--- src/sv/evr_pkg.sv ---
`default_nettype none

package evr_pkg;

   // field widths fixed by the interface
   localparam int SEQ_W       = 48;
   localparam int TIME_W      = 32;
   localparam int LEN_IN_W    = 8;
   localparam int LEN_W       = 4;
   localparam int PAYLOAD_W   = 64;
   localparam int MAXC_W      = 5;
   localparam int PAY_LANES   = PAYLOAD_W / 8;

   // ring geometry (depth must be a power of two: the slot is the low sequence bits)
   localparam int RING_DEPTH    = 16;
   localparam int PAYLOAD_BYTES = 8;
   localparam int MAX_RESULTS   = 16;
   localparam int IDX_W         = $clog2(RING_DEPTH);
   localparam int AVAIL_W       = $clog2(RING_DEPTH + 1);
   localparam int CMP_W         = (AVAIL_W > MAXC_W) ? AVAIL_W : MAXC_W;

   // command queue between front and back
   localparam int QUEUE_DEPTH = 2;
   localparam int QPTR_W      = $clog2(QUEUE_DEPTH);
   localparam int QCNT_W      = $clog2(QUEUE_DEPTH + 1);

   // command codes
   localparam logic CMD_PUSH = 1'b0;
   localparam logic CMD_READ = 1'b1;

   // one classified operation: a push with its sequence, or a read with
   // its first sequence and number of events to return
   typedef struct packed {
      logic                 is_read;
      logic [SEQ_W-1:0]     seq;
      logic [TIME_W-1:0]    time_ms;
      logic [LEN_W-1:0]     length;
      logic [PAYLOAD_W-1:0] payload;
      logic [MAXC_W-1:0]    count;
   } op_type;

   // one ring slot
   typedef struct packed {
      logic [SEQ_W-1:0]     seq;
      logic [TIME_W-1:0]    time_ms;
      logic [LEN_W-1:0]     length;
      logic [PAYLOAD_W-1:0] payload;
   } slot_type;

   // queue read side as seen by the back end
   typedef struct packed {
      logic   valid;
      op_type op;
   } queue_out_type;

endpackage

`default_nettype wire

--- src/sv/sequenced_overwrite_event_ring.sv ---
// Ring of 16 event slots addressed by sequence number. A push (command 0)
// is taken while busy is low, is dropped while enable is clear, and is
// stored in its slot when the back end pops it from the queue. A read
// (command 1) returns its events one per cycle, each on the rsp_ ports
// for a single cycle marked by rsp_strobe, the final one with rsp_last;
// a read that finds nothing returns one result with rsp_found low. The
// receiver cannot hold results off, so it must take every strobed
// transaction. The back end takes one queued transaction at a time: a
// push is written into its slot, a read walks the slots in order via the
// single slot memory read port, with results passing the holding stage,
// queue, walk state and slot read register. A two-entry queue between the
// classifying front end and the back end lets transactions be taken while
// a read walk is still in progress; busy rises only when both are full.

`default_nettype none

module sequenced_overwrite_event_ring (
   input  wire                           clock,
   input  wire                           reset,
   input  wire                           start,
   output logic                          busy,
   input  wire                           req_command,
   input  wire  [evr_pkg::PAYLOAD_W-1:0] req_payload,
   input  wire  [evr_pkg::LEN_IN_W-1:0]  req_length,
   input  wire  [evr_pkg::TIME_W-1:0]    req_time_ms,
   input  wire  [evr_pkg::SEQ_W-1:0]     req_start_seq,
   input  wire  [evr_pkg::MAXC_W-1:0]    req_max_count,
   input  wire                           csr_write_enable,
   input  wire                           csr_write_data,
   output logic                          rsp_strobe,
   output logic                          rsp_found,
   output logic [evr_pkg::SEQ_W-1:0]     rsp_event_seq,
   output logic [evr_pkg::TIME_W-1:0]    rsp_event_time,
   output logic [evr_pkg::LEN_W-1:0]     rsp_event_length,
   output logic [evr_pkg::PAYLOAD_W-1:0] rsp_event_payload,
   output logic                          rsp_last
);

   logic                          queue_full;
   logic                          queue_write;
   evr_pkg::op_type               queue_op;
   evr_pkg::queue_out_type        queue_head;
   logic                          queue_pop;

   // classify and hold incoming transactions
   evr_front u_front (
      .clock            (clock),
      .reset            (reset),
      .start            (start),
      .busy             (busy),
      .req_command      (req_command),
      .req_payload      (req_payload),
      .req_length       (req_length),
      .req_time_ms      (req_time_ms),
      .req_start_seq    (req_start_seq),
      .req_max_count    (req_max_count),
      .csr_write_enable (csr_write_enable),
      .csr_write_data   (csr_write_data),
      .queue_full       (queue_full),
      .queue_write      (queue_write),
      .queue_op         (queue_op)
   );

   // decoupling queue
   evr_queue u_queue (
      .clock    (clock),
      .reset    (reset),
      .write    (queue_write),
      .write_op (queue_op),
      .full     (queue_full),
      .pop      (queue_pop),
      .head     (queue_head)
   );

   // slot memory and read walk
   evr_back u_back (
      .clock             (clock),
      .reset             (reset),
      .head              (queue_head),
      .pop               (queue_pop),
      .rsp_strobe        (rsp_strobe),
      .rsp_found         (rsp_found),
      .rsp_event_seq     (rsp_event_seq),
      .rsp_event_time    (rsp_event_time),
      .rsp_event_length  (rsp_event_length),
      .rsp_event_payload (rsp_event_payload),
      .rsp_last          (rsp_last)
   );

endmodule

`default_nettype wire

--- src/sv/evr_front.sv ---
`default_nettype none

module evr_front (
   input  wire                                 clock,
   input  wire                                 reset,
   input  wire                                 start,
   output logic                                busy,
   input  wire                                 req_command,
   input  wire  [evr_pkg::PAYLOAD_W-1:0]       req_payload,
   input  wire  [evr_pkg::LEN_IN_W-1:0]        req_length,
   input  wire  [evr_pkg::TIME_W-1:0]          req_time_ms,
   input  wire  [evr_pkg::SEQ_W-1:0]           req_start_seq,
   input  wire  [evr_pkg::MAXC_W-1:0]          req_max_count,
   input  wire                                 csr_write_enable,
   input  wire                                 csr_write_data,
   input  wire                                 queue_full,
   output logic                                queue_write,
   output evr_pkg::op_type                     queue_op
);

   logic                         enable_ff, enable_in;
   logic [evr_pkg::SEQ_W-1:0]    next_seq_ff, next_seq_in;
   logic [evr_pkg::SEQ_W-1:0]    low_seq_ff, low_seq_in;
   logic                         full_ff, full_in;
   logic                         hold_valid_ff, hold_valid_in;
   evr_pkg::op_type              hold_op_ff, hold_op_in;
   logic [evr_pkg::SEQ_W-1:0]    hold_next_ff, hold_next_in;
   logic                         accept;
   logic                         take;
   logic [evr_pkg::LEN_W-1:0]    len_clamped;
   logic [evr_pkg::PAYLOAD_W-1:0] pay_masked;
   logic [evr_pkg::SEQ_W-1:0]    walk_start;
   logic [evr_pkg::MAXC_W-1:0]   maxc_sat;
   logic [evr_pkg::SEQ_W:0]      seq_diff;
   logic [evr_pkg::AVAIL_W-1:0]  avail;
   logic [evr_pkg::CMP_W-1:0]    avail_ext, maxc_ext;

   // handshake: the holding stage moves on when the queue has room
   assign queue_write = hold_valid_ff && !queue_full;
   assign busy        = hold_valid_ff && queue_full;
   assign accept      = start && !busy;
   assign take        = accept && (req_command == evr_pkg::CMD_READ || enable_ff);

   // enable register
   always_comb begin
      enable_in = csr_write_enable ? csr_write_data : enable_ff;
   end

   // clamp length and clear bytes beyond it
   always_comb begin
      if (req_length > evr_pkg::LEN_IN_W'(evr_pkg::PAYLOAD_BYTES)) begin
         len_clamped = evr_pkg::LEN_W'(evr_pkg::PAYLOAD_BYTES);
      end else begin
         len_clamped = req_length[evr_pkg::LEN_W-1:0];
      end
      for (int b = 0; b < evr_pkg::PAY_LANES; b++) begin
         pay_masked[b*8 +: 8] = (b < int'(len_clamped)) ? req_payload[b*8 +: 8] : 8'h00;
      end
   end

   // read walk begins at the oldest sequence still held, or later
   always_comb begin
      walk_start = (req_start_seq > low_seq_ff) ? req_start_seq : low_seq_ff;
      maxc_sat   = (req_max_count > evr_pkg::MAXC_W'(evr_pkg::MAX_RESULTS)) ?
                   evr_pkg::MAXC_W'(evr_pkg::MAX_RESULTS) : req_max_count;
   end

   // sequence counter and window bottom, advanced by each stored push
   always_comb begin
      next_seq_in = next_seq_ff;
      low_seq_in  = low_seq_ff;
      full_in     = full_ff;
      if (take && req_command == evr_pkg::CMD_PUSH) begin
         next_seq_in = next_seq_ff + evr_pkg::SEQ_W'(1);
         if (next_seq_in == '0) begin
            low_seq_in = '0;
            full_in    = 1'b0;
         end else begin
            low_seq_in = full_ff ? low_seq_ff + evr_pkg::SEQ_W'(1) : '0;
            full_in    = full_ff ||
                         (next_seq_ff == evr_pkg::SEQ_W'(evr_pkg::RING_DEPTH - 1));
         end
      end
   end

   // holding stage: capture the classified transaction
   always_comb begin
      hold_valid_in = hold_valid_ff;
      hold_op_in    = hold_op_ff;
      hold_next_in  = hold_next_ff;
      if (queue_write) begin
         hold_valid_in = 1'b0;
      end
      if (take) begin
         hold_valid_in      = 1'b1;
         hold_op_in.is_read = (req_command == evr_pkg::CMD_READ);
         hold_op_in.seq     = (req_command == evr_pkg::CMD_READ) ? walk_start : next_seq_ff;
         hold_op_in.time_ms = req_time_ms;
         hold_op_in.length  = len_clamped;
         hold_op_in.payload = pay_masked;
         hold_op_in.count   = maxc_sat;
         hold_next_in       = next_seq_ff;
      end
   end

   // number of events a read returns: events up to the counter, capped
   always_comb begin
      seq_diff = {1'b0, hold_next_ff} - {1'b0, hold_op_ff.seq};
      if (seq_diff[evr_pkg::SEQ_W] || seq_diff == '0) begin
         avail = '0;
      end else begin
         avail = seq_diff[evr_pkg::AVAIL_W-1:0];
      end
      avail_ext = evr_pkg::CMP_W'(avail);
      maxc_ext  = evr_pkg::CMP_W'(hold_op_ff.count);
      queue_op  = hold_op_ff;
      if (hold_op_ff.is_read) begin
         queue_op.count = (avail_ext < maxc_ext) ? evr_pkg::MAXC_W'(avail_ext) :
                          hold_op_ff.count;
      end
   end

   // control registers
   always_ff @(posedge clock) begin
      if (reset) begin
         enable_ff     <= 1'b0;
         next_seq_ff   <= '0;
         low_seq_ff    <= '0;
         full_ff       <= 1'b0;
         hold_valid_ff <= 1'b0;
      end else begin
         enable_ff     <= enable_in;
         next_seq_ff   <= next_seq_in;
         low_seq_ff    <= low_seq_in;
         full_ff       <= full_in;
         hold_valid_ff <= hold_valid_in;
      end
   end

   // payload registers
   always_ff @(posedge clock) begin
      hold_op_ff   <= hold_op_in;
      hold_next_ff <= hold_next_in;
   end

endmodule

`default_nettype wire

--- src/sv/evr_queue.sv ---
`default_nettype none

module evr_queue (
   input  wire                    clock,
   input  wire                    reset,
   input  wire                    write,
   input  evr_pkg::op_type        write_op,
   output logic                   full,
   input  wire                    pop,
   output evr_pkg::queue_out_type head
);

   evr_pkg::op_type              entry_ff [evr_pkg::QUEUE_DEPTH];
   logic [evr_pkg::QPTR_W-1:0]   wr_ptr_ff, wr_ptr_in;
   logic [evr_pkg::QPTR_W-1:0]   rd_ptr_ff, rd_ptr_in;
   logic [evr_pkg::QCNT_W-1:0]   count_ff, count_in;
   logic                         do_pop;

   assign full       = (count_ff == evr_pkg::QCNT_W'(evr_pkg::QUEUE_DEPTH));
   assign head.valid = (count_ff != '0);
   assign head.op    = entry_ff[rd_ptr_ff];
   assign do_pop     = pop && head.valid;

   // pointer and fill count
   always_comb begin
      wr_ptr_in = wr_ptr_ff;
      rd_ptr_in = rd_ptr_ff;
      count_in  = count_ff;
      if (write) begin
         wr_ptr_in = (wr_ptr_ff == evr_pkg::QPTR_W'(evr_pkg::QUEUE_DEPTH - 1)) ?
                     '0 : wr_ptr_ff + evr_pkg::QPTR_W'(1);
      end
      if (do_pop) begin
         rd_ptr_in = (rd_ptr_ff == evr_pkg::QPTR_W'(evr_pkg::QUEUE_DEPTH - 1)) ?
                     '0 : rd_ptr_ff + evr_pkg::QPTR_W'(1);
      end
      if (write && !do_pop) begin
         count_in = count_ff + evr_pkg::QCNT_W'(1);
      end else if (do_pop && !write) begin
         count_in = count_ff - evr_pkg::QCNT_W'(1);
      end
   end

   always_ff @(posedge clock) begin
      if (reset) begin
         wr_ptr_ff <= '0;
         rd_ptr_ff <= '0;
         count_ff  <= '0;
      end else begin
         wr_ptr_ff <= wr_ptr_in;
         rd_ptr_ff <= rd_ptr_in;
         count_ff  <= count_in;
      end
   end

   // entry storage
   always_ff @(posedge clock) begin
      if (write) begin
         entry_ff[wr_ptr_ff] <= write_op;
      end
   end

endmodule

`default_nettype wire

--- src/sv/evr_back.sv ---
`default_nettype none

module evr_back (
   input  wire                           clock,
   input  wire                           reset,
   input  evr_pkg::queue_out_type        head,
   output logic                          pop,
   output logic                          rsp_strobe,
   output logic                          rsp_found,
   output logic [evr_pkg::SEQ_W-1:0]     rsp_event_seq,
   output logic [evr_pkg::TIME_W-1:0]    rsp_event_time,
   output logic [evr_pkg::LEN_W-1:0]     rsp_event_length,
   output logic [evr_pkg::PAYLOAD_W-1:0] rsp_event_payload,
   output logic                          rsp_last
);

   localparam logic ST_IDLE = 1'b0;
   localparam logic ST_WALK = 1'b1;

   evr_pkg::slot_type            slot_mem [evr_pkg::RING_DEPTH];
   evr_pkg::slot_type            rd_slot_ff;
   evr_pkg::slot_type            wr_slot;
   logic                         state_ff, state_in;
   logic [evr_pkg::IDX_W-1:0]    cur_idx_ff, cur_idx_in;
   logic [evr_pkg::MAXC_W-1:0]   remain_ff, remain_in;
   logic                         strobe_ff, strobe_in;
   logic                         found_ff, found_in;
   logic                         last_ff, last_in;
   logic                         wr_en;
   logic [evr_pkg::IDX_W-1:0]    wr_idx;
   logic                         rd_en;

   assign pop = (state_ff == ST_IDLE) && head.valid;

   // slot write data for a push
   always_comb begin
      wr_slot.seq     = head.op.seq;
      wr_slot.time_ms = head.op.time_ms;
      wr_slot.length  = head.op.length;
      wr_slot.payload = head.op.payload;
      wr_idx          = head.op.seq[evr_pkg::IDX_W-1:0];
      wr_en           = pop && !head.op.is_read;
   end

   // sequencer: a push is written when popped, reads walk one slot a cycle;
   // inside the window every slot still holds its own sequence number
   always_comb begin
      state_in   = state_ff;
      cur_idx_in = cur_idx_ff;
      remain_in  = remain_ff;
      strobe_in  = 1'b0;
      found_in   = found_ff;
      last_in    = last_ff;
      rd_en      = 1'b0;
      case (state_ff)
         ST_IDLE: begin
            if (pop && head.op.is_read) begin
               if (head.op.count == '0) begin
                  strobe_in = 1'b1;
                  found_in  = 1'b0;
                  last_in   = 1'b1;
               end else begin
                  state_in   = ST_WALK;
                  cur_idx_in = head.op.seq[evr_pkg::IDX_W-1:0];
                  remain_in  = head.op.count;
               end
            end
         end
         ST_WALK: begin
            rd_en      = 1'b1;
            strobe_in  = 1'b1;
            found_in   = 1'b1;
            last_in    = (remain_ff == evr_pkg::MAXC_W'(1));
            cur_idx_in = cur_idx_ff + evr_pkg::IDX_W'(1);
            remain_in  = remain_ff - evr_pkg::MAXC_W'(1);
            if (remain_ff == evr_pkg::MAXC_W'(1)) begin
               state_in = ST_IDLE;
            end
         end
         default: begin
            state_in = ST_IDLE;
         end
      endcase
   end

   // control registers
   always_ff @(posedge clock) begin
      if (reset) begin
         state_ff  <= ST_IDLE;
         strobe_ff <= 1'b0;
      end else begin
         state_ff  <= state_in;
         strobe_ff <= strobe_in;
      end
   end

   always_ff @(posedge clock) begin
      cur_idx_ff <= cur_idx_in;
      remain_ff  <= remain_in;
      found_ff   <= found_in;
      last_ff    <= last_in;
   end

   // slot memory with registered read
   always_ff @(posedge clock) begin
      if (wr_en) begin
         slot_mem[wr_idx] <= wr_slot;
      end
      if (rd_en) begin
         rd_slot_ff <= slot_mem[cur_idx_ff];
      end
   end

   // result transaction; an empty read shows zero fields
   assign rsp_strobe        = strobe_ff;
   assign rsp_found         = found_ff;
   assign rsp_last          = last_ff;
   assign rsp_event_seq     = found_ff ? rd_slot_ff.seq     : '0;
   assign rsp_event_time    = found_ff ? rd_slot_ff.time_ms : '0;
   assign rsp_event_length  = found_ff ? rd_slot_ff.length  : '0;
   assign rsp_event_payload = found_ff ? rd_slot_ff.payload : '0;

endmodule

`default_nettype wire
--- config.mk ---
export PLATFORM = sky130hd
export DESIGN_NAME = sequenced_overwrite_event_ring
export DESIGN_NICKNAME = d
export VERILOG_FILES = /design/src/sv/evr_pkg.sv /design/src/sv/sequenced_overwrite_event_ring.sv /design/src/sv/evr_front.sv /design/src/sv/evr_queue.sv /design/src/sv/evr_back.sv
export SDC_FILE = /design/constraint.sdc
export NUM_CORES = 2
export LEC_CHECK = 0
export ABC_AREA = 0
export BUFFER_PORTS_ARGS = -buffer_cell sky130_fd_sc_hd__buf_2
export CAP_MARGIN = 20
export CORE_MARGIN = 8
export CORE_UTILIZATION = 56
export DETAILED_ROUTE_END_ITERATION = 7
export PLACE_DENSITY = 0.76
export SLEW_MARGIN = 30
export SYNTH_ARGS = -nofsm -noshare
export SYNTH_HDL_FRONTEND = slang
export SYNTH_SLANG_ARGS = --single-unit
--- constraint.sdc ---
create_clock -name clock -period 12.1 [get_ports clock]
set_input_delay 1.815 -clock clock [delete_from_list [all_inputs] [get_ports clock]]
set_output_delay 1.815 -clock clock [all_outputs]
set_load 0.005 [all_outputs]
==> summary.md <==
| Metric | Value |
|---|---|
| Outcome | finished clean |
| Hold path depth | 0 |
| Internal power | 21.3 mW |
| Reg2reg path depth | 20 |
| H-Tree Depth | 5 |
| Min Tclk post-route | ~5.1 ns |
| Seq. cell area | 93,300 um2 |
| Largest net degree at the start of global routing | 140 |
| P_leak | 44.2 nW |
| HPWL after DPL | 145,000 um |
| Final slew viol count | 0 |
| Switching Share | 26.0% |
| Clock skew | between 0.07 and 0.08 ns |
| Final worst-path cycle share | a little over two fifths |
| Routed via count | approximately 61,000 |
| Worst-path maximum fanout | 10 |
| Post-synth EDFFs | around 3,000 |
| Design area | 137,000 um2 |
| Mapped Avg Cell Area | 20.8 um2 |
| Post-cts sizing count | 0 |
| I/O pins | 315 |
| 1st-iter DRT viols | 7,751 |
| Critical Path End Type | register |
| DIE WIDTH | 483 um |
| Buffer count from post-CTS setup fixing | 0 |
| Reg clk slew, reported paths | 0.06 ns |
| CTS tree | yes |
| FF-to-FF End | u_queue.entry_ff[0][1] |
| Clk network pwr share | roughly 33% |
| Worst EP required | 12.88 ns |
| Register area share after synthesis | 76.3% |
| TritonCTS buffer count | 323 |
| Vias in the first global route | between 60,000 and 70,000 |
| Gr usage total | about a quarter |
| Die Ht | around 480 um |
| Die area | 234,000 um2 |
| Multi-input gate area | 27,500 um2 |
| CTS Root Cell | clkbuf_16 |
| RSZ-0062 raised after global routing | no |
| Worst-margin pin slew | 1.05 ns |
| Hold/Removal Path Class | register to register |
| R2R setup slack | 6.95 ns |
| Share of layout cells above drive strength 1 | 26.8% |
| Startpoint types | register |
| Dominant cell type by area after synthesis | edfxtp_1 |
| Max VDD drop | 0.000226 V |
| Synthesized Nets | 6,163 |
| Slew HR | 30.1% |
| Min Hold Slack | ~0.43 ns |
| Reg power frac | 47.0% |
| Max Cap Viol | 0 |
| Fmax | 0.194 GHz |
| Pwr Total | 28.7 mW |
| Fin. Hold Viols | 0 |
| Grt total ovfl | 0 |
| Clk_lat worst skew | between 0.9 and 1 ns |
| Global-route wire length before repair | 426,000 um |
| Via-to-Cell Ratio | 6.50 |
| Setup WS post-layout | between 6 and 7 ns |
| Synthesis Warnings | 0 |
| Clk sink count | ~3,100 |
| # fillers | 14,100 |
| Crit Path Category | register to register |
| Final net count | 6,580 |
| Routability cong. | just under 0.9 |
| Hold Crit Start | u_front.queue_op[34] |
| Post-route setup TNS | 0 ns |
| Cell count after synthesis | 5,892 |
| P_sw | 7.47 mW |
| Bufs on Longest Clock Path | 4 |
| Post-Route WL | 295,000 um |
| Instance area at placement | 127,000 um2 |
| Layout area overhead | 12.4% |
| Synth top area cells | edfxtp_1 75%, mux4_2 13%, dfxtp_1 1.7% |
| Worst R2R Start | u_front.hold_next_ff[0] |
| Top-area cell type share of the netlist area | 74.6% |
| Ys flop type | edfxtp_1 |
| Synth unique cells | 74 |
| Core footprint | between 200,000 and 250,000 um2 |
| Setup violators final | 0 |
| Initial antenna violation count | 32 |
| DRC | 0 |
| Synth top cells by count | 3,037 x edfxtp_1, 727 x mux4_2, 219 x clkbuf_1, 190 x nor2_1, 174 x and2_1 |
| Combinational share of power | 20.1% |
| Number of cell rows | around 170 |
| Worst Hold End | u_queue.entry_ff[1][34] |
| Critical Path Source | u_front.hold_next_ff[0] |
| Cts hold-fix bufs | 0 |
| Synthesis-stage register bit count | between 3,000 and 4,000 |
| TritonRoute pass-1 iters | 7 |
| Antenna-violating nets left | 0 |
| Count leader, synth | edfxtp_1 |
| Synthesized cell area | between 100,000 and 150,000 um2 |
| Pwr Density | 209 nW/um2 |
| DP Worst Slack | ~7.0 ns |
| FFs w/ async S/R, synth | 0% |
| Buffers added on ports | around 310 |
| Wire per inst | 31.3 um |
| Critical Path AT | 5.92 ns |
| Initial core utilization | 56.3% |
[worst max-delay path by stage]
| stage | end | slack (ns) |
|---|---|---|
| floorplan | u_front.hold_next_ff[0] | 0.75 |
| global placement | u_front.queue_op[119] | 7.04 |
| detailed placement | u_front.queue_op[131] | 6.98 |
| CTS | u_queue.entry_ff[0][1] | 6.99 |
| global route | u_queue.entry_ff[1][1] | 6.72 |
| finish | u_queue.entry_ff[0][1] | 6.95 |
[metal layers]
metal / GRT usage (%) / wire (um) / up-vias / part of all wire, %
li1: - / - / 25000 / -
met1: 34.3 / 115000 / 32100 / 39
met2: 40.2 / 143000 / 3470 / 49
met3: 4.78 / 27000 / 528 / 9.2
met4: 7.36 / 9010 / 18 / 3.1
met5: 0 / 107 / - / 0.036
[area by class of cell]
class	count	share of cell area, %
multi-input cells	2324	20.0
diodes	11	0.0200
flip-flops and latches	3143	67.9
well taps	2854	2.60
clock inverters	155	0.986
repair buffers	402	1.93
clock buffers	402	6.21
inverters	115	0.314
[kinds of logic (layout without fill, tap and decap cells)]
| kind of cell | after synthesis | in the layout | share of synthesized area [%] |
|---|---|---|---|
| compound gates | 371 | 371 | 1.88 |
| other cells | 0 | 11 | 0 |
| buf+inv | 425 | 1074 | 1.34 |
| flops | 3143 | 3143 | 76.3 |
| mux | 898 | 898 | 14.9 |
| simple gates | 867 | 867 | 3.83 |
| xor+xnor | 80 | 80 | 0.573 |
| fa+ha+maj | 108 | 108 | 1.11 |
[cells in the final DEF, fill, tap and decap left out, types with 32 or more instances in the layout]
cell type,Yosys,routed
a21o_1,37,37
a21oi_1,65,64
a31oi_1,65,65
and2_1,174,174
and3_1,33,32
buf_2,15,313
buf_4,4,46
clkbuf_1,219,71
clkbuf_16,0,330
clkinv_1,0,58
clkinv_2,0,52
dfxtp_1,106,104
edfxtp_1,3037,3037
ha_1,107,107
inv_1,115,115
mux2_2,148,148
mux4_2,727,727
nand2_1,106,106
nand3_1,104,104
nand4_1,44,44
nor2_1,190,172
nor2b_1,73,73
nor4_1,37,35
o21ai_0,118,118
xnor2_1,34,34
xor2_1,46,46
[worst max-delay path, stage by stage (launching register included)]
cell and delay, ns:
edfxtp_1 0.37, inv_1 0.07, ha_1 0.13, inv_1 0.06
fa_1 0.40, nand3_1 0.13, a211oi_1 0.10, a211oi_1 0.43
o31a_1 0.20, a21boi_0 0.20, a221o_1 0.21, o21ai_0 0.10
a31oi_1 0.67, nor2_1 0.12, ha_1 0.35, a21o_1 0.17
a21oi_1 0.15, o221ai_1 0.34, or3b_2 0.57, a21oi_1 0.14
a21o_1 0.12
[state kept, by name (all words and copies together) (netlist names), 2 cells and up, named ones only]
register / count
u_queue.count_ff: 2
u_front.maxc_ext: 5
u_back.rd_slot_ff: 148
u_front.hold_next_ff: 48
u_front.next_seq_ff: 48
u_queue.entry_ff: 308
u_back.cur_idx_ff: 4
u_back.slot_mem: 2368
u_front.low_seq_ff: 48
u_front.queue_op: 149
u_back.remain_ff: 5
[power by group through the flow]
| stage | registers (mW) | logic, mW | clock network (mW) |
|---|---|---|---|
| 2_1_floorplan | 13.7 | 4.03 | 0 |
| 5_1_grt | 13.5 | 6.14 | 9.96 |
| 4_1_cts | 13.5 | 5.83 | 9.57 |
| 3_5_place_dp | 13.7 | 5.75 | 0 |
| 3_3_place_gp | 13.7 | 5.64 | 0 |
| 6_report | 13.5 | 5.78 | 9.46 |
[metrics by stage]
stage          instances  util [%]
4_1_cts             9393      63.2
2_1_floorplan       5892         -
5_1_grt             9400      63.3
3_3_place_gp        8835      58.6
3_5_place_dp        8836      58.7
6_report            9406      63.3
No activity file was read; power rests on OpenSTA's default activity.
